$ cat config.mk
export PLATFORM = sky130hd
export DESIGN_NAME = ecg_beat_detector_top
export DESIGN_NICKNAME = d
export VERILOG_FILES = /design/src/design/ebd_pkg.sv /design/src/design/ebd_div.sv /design/src/design/ebd_dpath.sv /design/src/design/ebd_ctrl.sv /design/src/design/ecg_beat_detector_top.sv
export SDC_FILE = /design/constraint.sdc
export NUM_CORES = 2
export LEC_CHECK = 0
export BUFFER_PORTS_ARGS = -buffer_cell sky130_fd_sc_hd__buf_2
export CAP_MARGIN = 20
export CORE_MARGIN = 1.5
export CORE_UTILIZATION = 40
export DETAILED_ROUTE_END_ITERATION = 16
export PLACE_DENSITY = 0.58
export RECOVER_POWER = 100
export SLEW_MARGIN = 5
export SYNTH_ARGS = -nofsm -noshare
export SYNTH_HDL_FRONTEND = slang
export SYNTH_SLANG_ARGS = --single-unit
$ cat constraint.sdc
create_clock -name clk -period 15.6 [get_ports clk]
set_input_delay 1.56 -clock clk [delete_from_list [all_inputs] [get_ports clk]]
set_output_delay 1.56 -clock clk [all_outputs]
set_load 0.05 [all_outputs]
$ cat src/design/ebd_pkg.sv
package ebd_pkg;

	// fixed field widths
	localparam int SAMPLE_BITS = 12;
	localparam int TIME_W      = 16;
	localparam int CFG_W       = 16;
	localparam int CFG_IDX_W   = 2;

	// register indexes on the config port
	typedef enum logic [CFG_IDX_W-1:0] {
		REG_REFRACTORY = 2'd0,
		REG_TIMEOUT    = 2'd1,
		REG_BASELINE   = 2'd2,
		REG_START_THR  = 2'd3
	} cfg_reg_t;

	// register and state reset values
	localparam logic [TIME_W-1:0]      REFRACTORY_RESET = TIME_W'(250);
	localparam logic [TIME_W-1:0]      TIMEOUT_RESET    = TIME_W'(2500);
	localparam logic [SAMPLE_BITS-1:0] BASELINE_RESET   = SAMPLE_BITS'(2048);
	localparam logic [SAMPLE_BITS-1:0] START_THR_RESET  = SAMPLE_BITS'(2060);
	localparam logic [SAMPLE_BITS-1:0] LEVEL_RESET      = SAMPLE_BITS'(2048);
	localparam logic [TIME_W-1:0]      INTERVAL_RESET   = TIME_W'(600);
	localparam logic [TIME_W-1:0]      MS_PER_MINUTE    = TIME_W'(60000);

	// x / 5 == (x * 52429) >> 18 for every 16-bit x
	localparam logic [16:0] DIV5_RECIP = 17'd52429;
	localparam int          DIV5_SHIFT = 18;

	// controller -> datapath
	typedef struct packed {
		logic load_in;
		logic prep;
		logic eval;
		logic sum_step;
		logic div_start;
		logic mean_take;
		logic bpm_take;
		logic out_load;
	} ebd_cmd_t;

	// datapath -> controller
	typedef struct packed {
		logic counted;
		logic div_done;
	} ebd_status_t;

endpackage

$ cat src/design/ebd_div.sv
module ebd_div #(
	parameter int DIVIDEND_W = 20,
	parameter int DIVISOR_W  = 16
) (
	input  logic                  clk,
	input  logic                  arst_n,
	input  logic                  start,
	input  logic [DIVIDEND_W-1:0] dividend,
	input  logic [DIVISOR_W-1:0]  divisor,
	output logic [DIVIDEND_W-1:0] quotient,
	output logic                  done
);

	localparam int CNT_W = $clog2(DIVIDEND_W + 1);

	logic                  busy_q;
	logic                  done_q;
	logic [CNT_W-1:0]      cnt_q;
	logic [DIVISOR_W-1:0]  rem_q;
	logic [DIVISOR_W-1:0]  dsr_q;
	logic [DIVIDEND_W-1:0] quo_q;
	logic [DIVISOR_W:0]    trial;
	logic [DIVISOR_W:0]    diff;
	logic                  fits;

	// one restoring step: bring down the next dividend bit
	assign trial = {rem_q, quo_q[DIVIDEND_W-1]};
	assign diff  = trial - {1'b0, dsr_q};
	assign fits  = trial >= {1'b0, dsr_q};

	// control
	always_ff @(posedge clk or negedge arst_n) begin
		if (!arst_n) begin
			busy_q <= 1'b0;
			done_q <= 1'b0;
			cnt_q  <= '0;
		end else begin
			done_q <= 1'b0;
			if (start) begin
				busy_q <= 1'b1;
				cnt_q  <= CNT_W'(DIVIDEND_W);
			end else if (busy_q) begin
				cnt_q <= cnt_q - CNT_W'(1);
				if (cnt_q == CNT_W'(1)) begin
					busy_q <= 1'b0;
					done_q <= 1'b1;
				end
			end
		end
	end

	// quotient bits shift in where the dividend shifts out
	always_ff @(posedge clk) begin
		if (start) begin
			quo_q <= dividend;
			rem_q <= '0;
			dsr_q <= divisor;
		end else if (busy_q) begin
			quo_q <= {quo_q[DIVIDEND_W-2:0], fits};
			rem_q <= fits ? diff[DIVISOR_W-1:0] : trial[DIVISOR_W-1:0];
		end
	end

	assign quotient = quo_q;
	assign done     = done_q;

endmodule

$ cat src/design/ebd_dpath.sv
module ebd_dpath #(
	parameter int HISTORY_DEPTH = 10
) (
	input  logic                                 clk,
	input  logic                                 arst_n,
	input  ebd_pkg::ebd_cmd_t                    cmd,
	output ebd_pkg::ebd_status_t                 status,
	input  logic                                 cfg_we,
	input  logic [ebd_pkg::CFG_IDX_W-1:0]        cfg_index,
	input  logic [ebd_pkg::CFG_W-1:0]            cfg_data,
	input  logic [ebd_pkg::SAMPLE_BITS-1:0]      sample,
	input  logic [ebd_pkg::TIME_W-1:0]           time_ms,
	output logic                                 beat,
	output logic                                 in_pulse,
	output logic [ebd_pkg::TIME_W-1:0]           interval_ms,
	output logic [ebd_pkg::TIME_W-1:0]           rate_bpm,
	output logic [ebd_pkg::SAMPLE_BITS-1:0]      amplitude,
	output logic [ebd_pkg::SAMPLE_BITS-1:0]      threshold
);

	import ebd_pkg::*;

	localparam int SUM_W      = TIME_W + $clog2(HISTORY_DEPTH);
	// sum / depth == (sum * MEAN_RECIP) >> MEAN_SHIFT for every SUM_W-bit sum
	localparam int MEAN_SHIFT = SUM_W + $clog2(HISTORY_DEPTH);
	localparam logic [SUM_W:0] MEAN_RECIP = (SUM_W+1)'(((64'd1 << MEAN_SHIFT)
		+ 64'(HISTORY_DEPTH) - 64'd1) / 64'(HISTORY_DEPTH));

	// config registers
	logic [TIME_W-1:0]      refr_q;
	logic [TIME_W-1:0]      tmo_q;
	logic [SAMPLE_BITS-1:0] base_q;

	// tracker state
	logic [SAMPLE_BITS-1:0] peak_q, trough_q, thr_q, amp_q;
	logic [TIME_W-1:0]      lbt_q, lint_q, bpm_q;
	logic                   pulse_q, first_q, second_q, counted_q;

	// per-sample working registers
	logic [SAMPLE_BITS-1:0] s_q;
	logic [TIME_W-1:0]      now_q, elapsed_q, gate_q;
	logic [SUM_W-1:0]       acc_q;
	logic [TIME_W-1:0]      mean_q;
	logic [TIME_W-1:0]      hist_q [HISTORY_DEPTH];

	// output register
	logic                   beat_out_q, pulse_out_q;
	logic [TIME_W-1:0]      int_out_q, bpm_out_q;
	logic [SAMPLE_BITS-1:0] amp_out_q, thr_out_q;

	// next-state values of the tracker
	logic [SAMPLE_BITS-1:0] peak_n, trough_n, thr_n, amp_n;
	logic [TIME_W-1:0]      lbt_n, lint_n;
	logic                   pulse_n, first_n, second_n, counted_n;
	logic                   above, below, past_gate, detect, cut_short;
	logic [SAMPLE_BITS:0]   mid_sum;

	// gate = 3/5 of the last interval
	logic [32:0]            prod5;
	logic [TIME_W-1:0]      fifth;

	// mean by reciprocal multiply
	logic [2*SUM_W:0]       mean_prod;

	// divider hookup
	logic [TIME_W-1:0]      div_quotient;

	// config writes; start threshold only matters at reset
	always_ff @(posedge clk or negedge arst_n) begin
		if (!arst_n) begin
			refr_q <= REFRACTORY_RESET;
			tmo_q  <= TIMEOUT_RESET;
			base_q <= BASELINE_RESET;
		end else if (cfg_we) begin
			unique case (cfg_reg_t'(cfg_index))
				REG_REFRACTORY: refr_q <= cfg_data;
				REG_TIMEOUT:    tmo_q  <= cfg_data;
				REG_BASELINE:   base_q <= cfg_data[SAMPLE_BITS-1:0];
				REG_START_THR:  ;
			endcase
		end
	end

	assign prod5 = {16'd0, lint_q} * {16'd0, DIV5_RECIP};
	assign fifth = TIME_W'(prod5 >> DIV5_SHIFT);

	// input capture and gate/elapsed prep
	always_ff @(posedge clk) begin
		if (cmd.load_in) begin
			s_q   <= sample;
			now_q <= time_ms;
		end
		if (cmd.prep) begin
			elapsed_q <= now_q - lbt_q;
			gate_q    <= fifth + {fifth[TIME_W-2:0], 1'b0};
		end
	end

	// tracker update for one sample
	always_comb begin
		peak_n    = peak_q;
		trough_n  = trough_q;
		thr_n     = thr_q;
		amp_n     = amp_q;
		lbt_n     = lbt_q;
		lint_n    = lint_q;
		pulse_n   = pulse_q;
		first_n   = first_q;
		second_n  = second_q;
		counted_n = 1'b0;
		cut_short = 1'b0;
		mid_sum   = '0;

		above     = s_q > thr_q;
		below     = s_q < thr_q;
		past_gate = elapsed_q > gate_q;

		if (above && (s_q > peak_q))
			peak_n = s_q;
		if (below && past_gate && (s_q < trough_q))
			trough_n = s_q;

		detect = (elapsed_q > refr_q) && above && !pulse_q && past_gate;
		if (detect) begin
			pulse_n = 1'b1;
			lint_n  = elapsed_q;
			lbt_n   = now_q;
			if (second_q)
				second_n = 1'b0;
			if (first_q) begin
				// first beat only sets timing, rest of the step skipped
				first_n   = 1'b0;
				second_n  = 1'b1;
				cut_short = 1'b1;
			end else begin
				counted_n = 1'b1;
			end
		end

		if (!cut_short) begin
			// pulse end: new threshold at trough + amplitude/2
			if (below && pulse_n) begin
				pulse_n  = 1'b0;
				amp_n    = (peak_n >= trough_n) ? (peak_n - trough_n) : '0;
				mid_sum  = {2'b00, amp_n[SAMPLE_BITS-1:1]} + {1'b0, trough_n};
				thr_n    = mid_sum[SAMPLE_BITS-1:0];
				peak_n   = thr_n;
				trough_n = thr_n;
			end
			// no beat for too long: back to baseline
			if (elapsed_q > tmo_q) begin
				thr_n    = base_q;
				peak_n   = base_q;
				trough_n = base_q;
				lbt_n    = now_q;
				first_n  = 1'b1;
				second_n = 1'b0;
			end
		end
	end

	// tracker state registers
	always_ff @(posedge clk or negedge arst_n) begin
		if (!arst_n) begin
			peak_q    <= LEVEL_RESET;
			trough_q  <= LEVEL_RESET;
			thr_q     <= START_THR_RESET;
			amp_q     <= '0;
			lbt_q     <= '0;
			lint_q    <= INTERVAL_RESET;
			bpm_q     <= '0;
			pulse_q   <= 1'b0;
			first_q   <= 1'b1;
			second_q  <= 1'b0;
			counted_q <= 1'b0;
		end else begin
			if (cmd.eval) begin
				peak_q    <= peak_n;
				trough_q  <= trough_n;
				thr_q     <= thr_n;
				amp_q     <= amp_n;
				lbt_q     <= lbt_n;
				lint_q    <= lint_n;
				pulse_q   <= pulse_n;
				first_q   <= first_n;
				second_q  <= second_n;
				counted_q <= counted_n;
			end
			if (cmd.bpm_take)
				bpm_q <= (mean_q == '0) ? '1 : div_quotient;
		end
	end

	// interval history: fill/shift on a counted beat, rotate while summing
	always_ff @(posedge clk) begin
		if (cmd.eval && counted_n) begin
			for (int i = 0; i < HISTORY_DEPTH - 1; i++)
				hist_q[i] <= second_q ? elapsed_q : hist_q[i+1];
			hist_q[HISTORY_DEPTH-1] <= elapsed_q;
		end else if (cmd.sum_step) begin
			for (int i = 0; i < HISTORY_DEPTH - 1; i++)
				hist_q[i] <= hist_q[i+1];
			hist_q[HISTORY_DEPTH-1] <= hist_q[0];
		end
	end

	assign mean_prod = {{(SUM_W+1){1'b0}}, acc_q} * {{SUM_W{1'b0}}, MEAN_RECIP};

	// history sum and mean
	always_ff @(posedge clk) begin
		if (cmd.eval)
			acc_q <= '0;
		else if (cmd.sum_step)
			acc_q <= acc_q + SUM_W'(hist_q[0]);
		if (cmd.mean_take)
			mean_q <= mean_prod[MEAN_SHIFT +: TIME_W];
	end

	// divider for 60000 / mean
	ebd_div #(
		.DIVIDEND_W (TIME_W),
		.DIVISOR_W  (TIME_W)
	) u_div (
		.clk      (clk),
		.arst_n   (arst_n),
		.start    (cmd.div_start),
		.dividend (MS_PER_MINUTE),
		.divisor  (mean_q),
		.quotient (div_quotient),
		.done     (status.div_done)
	);

	assign status.counted = counted_n;

	// result register
	always_ff @(posedge clk) begin
		if (cmd.out_load) begin
			beat_out_q  <= counted_q;
			pulse_out_q <= pulse_q;
			int_out_q   <= lint_q;
			bpm_out_q   <= bpm_q;
			amp_out_q   <= amp_q;
			thr_out_q   <= thr_q;
		end
	end

	assign beat        = beat_out_q;
	assign in_pulse    = pulse_out_q;
	assign interval_ms = int_out_q;
	assign rate_bpm    = bpm_out_q;
	assign amplitude   = amp_out_q;
	assign threshold   = thr_out_q;

endmodule

$ cat src/design/ebd_ctrl.sv
module ebd_ctrl #(
	parameter int HISTORY_DEPTH = 10
) (
	input  logic                 clk,
	input  logic                 arst_n,
	input  logic                 in_valid,
	output logic                 in_ready,
	output logic                 out_valid,
	input  logic                 out_ready,
	input  ebd_pkg::ebd_status_t status,
	output ebd_pkg::ebd_cmd_t    cmd
);

	import ebd_pkg::*;

	localparam int CNT_W = $clog2(HISTORY_DEPTH);

	typedef enum logic [3:0] {
		ST_IDLE,
		ST_PREP,
		ST_EVAL,
		ST_SUM,
		ST_MEAN,
		ST_BPM_GO,
		ST_BPM_WAIT,
		ST_OUT
	} state_t;

	state_t           state_q;
	logic [CNT_W-1:0] cnt_q;
	logic             out_valid_q;

	// commands decoded from state
	always_comb begin
		cmd             = '0;
		cmd.load_in     = (state_q == ST_IDLE) && in_valid;
		cmd.prep        = state_q == ST_PREP;
		cmd.eval        = state_q == ST_EVAL;
		cmd.sum_step    = state_q == ST_SUM;
		cmd.mean_take   = state_q == ST_MEAN;
		cmd.div_start   = state_q == ST_BPM_GO;
		cmd.bpm_take    = (state_q == ST_BPM_WAIT) && status.div_done;
		cmd.out_load    = (state_q == ST_OUT) && (!out_valid_q || out_ready);
	end

	// sequencer and result valid
	always_ff @(posedge clk or negedge arst_n) begin
		if (!arst_n) begin
			state_q     <= ST_IDLE;
			cnt_q       <= '0;
			out_valid_q <= 1'b0;
		end else begin
			if (out_valid_q && out_ready)
				out_valid_q <= 1'b0;
			unique case (state_q)
				ST_IDLE: begin
					if (in_valid)
						state_q <= ST_PREP;
				end
				ST_PREP: state_q <= ST_EVAL;
				ST_EVAL: begin
					cnt_q   <= '0;
					state_q <= status.counted ? ST_SUM : ST_OUT;
				end
				ST_SUM: begin
					cnt_q <= cnt_q + CNT_W'(1);
					if (cnt_q == CNT_W'(HISTORY_DEPTH - 1))
						state_q <= ST_MEAN;
				end
				ST_MEAN: state_q <= ST_BPM_GO;
				ST_BPM_GO: state_q <= ST_BPM_WAIT;
				ST_BPM_WAIT: begin
					if (status.div_done)
						state_q <= ST_OUT;
				end
				ST_OUT: begin
					if (!out_valid_q || out_ready) begin
						out_valid_q <= 1'b1;
						state_q     <= ST_IDLE;
					end
				end
				default: state_q <= ST_IDLE;
			endcase
		end
	end

	assign in_ready  = state_q == ST_IDLE;
	assign out_valid = out_valid_q;

endmodule

$ cat src/design/ecg_beat_detector_top.sv
// Adaptive-threshold heartbeat detector. Each input beat carries one filtered
// 12-bit ECG sample and a 16-bit millisecond timestamp and yields one result:
// beat flag, pulse flag, latest interval, rate in bpm, pulse amplitude and the
// current threshold. A sample that does not count a beat goes through gate
// prep, evaluate and output load before its result is valid, and the next
// sample is taken once the sequencer is back in idle. A counted beat adds a
// sum of the interval history (one entry per cycle through a rotating shift
// line), the mean by reciprocal multiply, a divider start step and the
// 16-step restoring divide of 60000 by the mean. One sample is worked on at
// a time; the result register lets the next sample in while a result waits,
// and a finished sample stalls in the output step until the previous result
// has been taken. Config writes take effect at once and are meant for idle
// periods only; the start threshold index has no register, so writes to it
// are ignored and reset loads the threshold from a fixed default.
module ecg_beat_detector_top #(
	parameter int HISTORY_DEPTH = 10
) (
	input  logic                                 clk,
	input  logic                                 arst_n,
	input  logic                                 cfg_we,
	input  logic [ebd_pkg::CFG_IDX_W-1:0]        cfg_index,
	input  logic [ebd_pkg::CFG_W-1:0]            cfg_data,
	input  logic                                 in_valid,
	output logic                                 in_ready,
	input  logic [ebd_pkg::SAMPLE_BITS-1:0]      sample,
	input  logic [ebd_pkg::TIME_W-1:0]           time_ms,
	output logic                                 out_valid,
	input  logic                                 out_ready,
	output logic                                 beat,
	output logic                                 in_pulse,
	output logic [ebd_pkg::TIME_W-1:0]           interval_ms,
	output logic [ebd_pkg::TIME_W-1:0]           rate_bpm,
	output logic [ebd_pkg::SAMPLE_BITS-1:0]      amplitude,
	output logic [ebd_pkg::SAMPLE_BITS-1:0]      threshold
);

	import ebd_pkg::*;

	ebd_cmd_t    cmd;
	ebd_status_t status;

	// sequencer
	ebd_ctrl #(
		.HISTORY_DEPTH (HISTORY_DEPTH)
	) u_ctrl (
		.clk       (clk),
		.arst_n    (arst_n),
		.in_valid  (in_valid),
		.in_ready  (in_ready),
		.out_valid (out_valid),
		.out_ready (out_ready),
		.status    (status),
		.cmd       (cmd)
	);

	// tracker, history, divider and result register
	ebd_dpath #(
		.HISTORY_DEPTH (HISTORY_DEPTH)
	) u_dpath (
		.clk         (clk),
		.arst_n      (arst_n),
		.cmd         (cmd),
		.status      (status),
		.cfg_we      (cfg_we),
		.cfg_index   (cfg_index),
		.cfg_data    (cfg_data),
		.sample      (sample),
		.time_ms     (time_ms),
		.beat        (beat),
		.in_pulse    (in_pulse),
		.interval_ms (interval_ms),
		.rate_bpm    (rate_bpm),
		.amplitude   (amplitude),
		.threshold   (threshold)
	);

endmodule
==> impl_metrics.tcl <==
set metrics [dict create \
    core_area_um2 90100 \
    status "complete, but fails checks" \
    synth_area_um2 36400 \
    grt.overflow.total 0 \
    slowest_stage "clkbuf_1" \
    root_buffer "clkbuf_16" \
    synth_most_common_cell "inv_1" \
    clock_sinks 521 \
    synth.cells.most_frequent "inv_1 (553), ha_1 (495), edfxtp_1 (310), fa_1 (226), nand2_1 (182)" \
    grt_pass1_wl_um 135000 \
    critPathCaptureType "flop" \
    finalCritPeriodShare_pct 61.6 \
    clockBufferDepth 3 \
    drt_iter0_drc 1211 \
    failed_checks "max-capacitance violations, max-slew violations" \
    cp_num_buf_inv 3 \
    cp_max_fo 81 \
    rsz0062_at_grt "no" \
    dieArea_um2 92800 \
    portBuffers 110 \
    netlist.area_leader.share_pct 25.6 \
    worstHoldPathType "reg2reg" \
    cp_cell_sequence "inv_1, ha_1, nand3_1, or3_1, a21o_1, o211a_2, or2_0, nor3_1, nand2b_1, o21ai_4, clkbuf_1, clkbuf_1" \
    cts-hold-fix-buffers 0 \
    die_x_um 305 \
    clk_pin_slew_ns 0.06 \
    area_delta_synth_final_pct 10.1 \
    cts_tree "yes" \
    preCtsSetupSlack_ns 7.89 \
    tightestPinTransition_ns 5.53 \
    tns_ns 0 \
    avgSynthCellArea_um2 11.2 \
    drive_above_1_share_pct 6.69 \
    cts_repair_resize_count 0 \
    synth-seq-area-share_pct 39.4 \
    antenna_found_initial 6 \
    synth-seq-cells 521 \
    wire_per_inst_um 18.3 \
    fillers 8481 \
    skew_ns 0.0680 \
    nets 4143 \
    firstDrtPassIters 5 \
    required_ns 15.69 \
    finalSetupViolCount 0 \
    cpLargestDelayFamily "buffers and inverters" \
    arrival_ns 9.71 \
    hold_viol 0 \
    synth_top_cell_by_area "edfxtp_1" \
    grt_max_degree 91 \
    initial_utilization_pct 40.4 \
    synth_nets 4033 \
    grtUsageTotal_pct 18.3 \
    ant_nets 0 \
    vias_per_cell 5.07 \
    setup_slack_ns 5.99 \
    critPathMaxStageDelay_ns 3.15 \
    grt_pass1_vias 23700 \
    synth_edf_count 310 \
    die_h_um 305 \
    synth-main-ff-cell "edfxtp_1" \
    whs_ns 0.438 \
    yosys_warnings 0 \
    gp_congestion 0.886 \
    fmax_ghz 0.104 \
    postCtsSetupRepairBufs 0 \
    clock_latency_ns 0.65 \
    hpwl_um 64900 \
    synth_cell_types 84 \
    drcViolationCount 0 \
    ioPinCount 111 \
    async_flop_share_pct 30.5 \
    vias 23300 \
    maxCapViolations 10 \
    fin_crit_ns 9.61 \
    worstSetupPathType "reg2reg" \
    post-route-util_pct 44.5 \
    critPathLaunchType "flop" \
    slew_viol_final 641 \
    synth.area.top_cells "edfxtp_1 (26%), ha_1 (17%), fa_1 (12%), dfrtp_1 (9.4%), inv_1 (5.7%)" \
    cpMostUsedCell "clkbuf_1" \
    synth_cells 3261 \
    clock_tree.htree_level_count 2 \
    cts_inserted_buffers 58 \
    slew_headroom_pct -269 \
    rows 110 \
    routed_wl_um 84100 \
]
logic make-up (layout without fill, tap and decap cells):
| kind of cell | after synthesis | in the layout | synth area share (%) |
|---|---|---|---|
| muxes | 113 | 113 | 3.43 |
| adders and majority gates | 721 | 721 | 29.4 |
| buffers and inverters | 638 | 798 | 6.62 |
| DFF | 521 | 521 | 39.4 |
| other | 0 | 1 | 0 |
| AOI/OAI and AO/OA | 600 | 600 | 11.2 |
| and+or+nand+nor | 564 | 564 | 7.34 |
| xor gates and xnor gates | 104 | 104 | 2.50 |
registers in the layout, summed over array words and instances, names as in the netlist, 16 cells and up:
signal,flops
u_dpath.mean_q,16
u_dpath.u_div.dsr_q,16
u_dpath.rate_bpm,16
u_dpath.acc_q,20
u_dpath.bpm_q,16
u_dpath.lbt_q,16
u_dpath.elapsed_q,16
u_dpath.hist_q,160
u_dpath.u_div.rem_q,16
u_dpath.now_q,16
u_dpath.lint_q,16
u_dpath.refr_q,16
u_dpath.u_div.quotient,16
u_dpath.interval_ms,16
u_dpath.tmo_q,16
u_dpath.gate_q,16
placed cells by master (no fill, tap or decap), types with 7 or more instances in the layout:
| master | n |
|---|---|
| a211oi_1 | 20 |
| a21o_1 | 180 |
| a21oi_1 | 101 |
| a221oi_1 | 7 |
| a2bb2oi_1 | 15 |
| a31oi_1 | 7 |
| and2_1 | 10 |
| and3_1 | 34 |
| buf_2 | 34 |
| clkbuf_1 | 114 |
| clkbuf_16 | 60 |
| dfrtp_1 | 136 |
| dfstp_1 | 7 |
| dfstp_2 | 15 |
| dfxtp_1 | 52 |
| edfxtp_1 | 310 |
| fa_1 | 226 |
| ha_1 | 495 |
| inv_1 | 553 |
| mux2_2 | 65 |
| mux2_4 | 7 |
| mux2i_1 | 41 |
| nand2_1 | 182 |
| nand2b_1 | 22 |
| nand3_1 | 32 |
| nand4_1 | 20 |
| nor2_1 | 144 |
| nor2b_1 | 35 |
| nor3_1 | 33 |
| nor4_1 | 9 |
| o211ai_1 | 13 |
| o21a_1 | 19 |
| o21ai_0 | 127 |
| o22a_1 | 18 |
| o31ai_1 | 17 |
| o41ai_1 | 7 |
| or3_1 | 14 |
| xnor2_1 | 75 |
| xor2_1 | 29 |
cell type report:
class | count | area, um^2 | share of cell area [%]
Antenna cell | 1 | 2.50 | 0.00624
Clock buffer | 86 | 1660 | 4.14
Clock inverter | 24 | 317 | 0.790
Inverter | 554 | 2080 | 5.19
Multi-Input combinational cell | 2102 | 19600 | 49.0
Sequential cell | 521 | 14400 | 35.8
Tap cell | 1176 | 1470 | 3.67
Timing Repair Buffer | 134 | 568 | 1.42
metal layers:
layer,track usage [%],wire length (um)
met4,3.92,1430
met2,30.1,39700
met1,26.0,39800
met5,0,30
met3,2.21,3040
stage by stage:
| step | area, um^2 | std cells |
|---|---|---|
| 4_1_cts | 40300 | 4597 |
| 2_1_floorplan | 36400 | 3261 |
| 3_5_place_dp | 38300 | 4487 |
| 3_3_place_gp | 38300 | 4487 |
| 5_1_grt | 40100 | 4597 |
| 6_report | 40100 | 4598 |
path summary, 6_finish.rpt:
kind                               startpoint                 endpoint  slack [ns]  depth (start not counted)
max in group asynchronous              arst_n        u_dpath.base_q[7]        6.96                          2
setup / recovery            u_dpath.thr_q[11]    u_dpath.hist_q[0][53]        5.99                         12
hold reg to reg            u_dpath.mean_q[14]  u_dpath.u_div.dsr_q[14]        0.44                          0
hold / removal             u_dpath.mean_q[14]  u_dpath.u_div.dsr_q[14]        0.44                          0
min in group asynchronous              arst_n         u_ctrl.out_valid        2.93                          1
setup reg to reg            u_dpath.thr_q[11]    u_dpath.hist_q[0][53]        5.99                         12
Power is left out: the tool's default activity adds up to more than one toggle a clock period on the data nets, which glitch-free logic cannot reach.
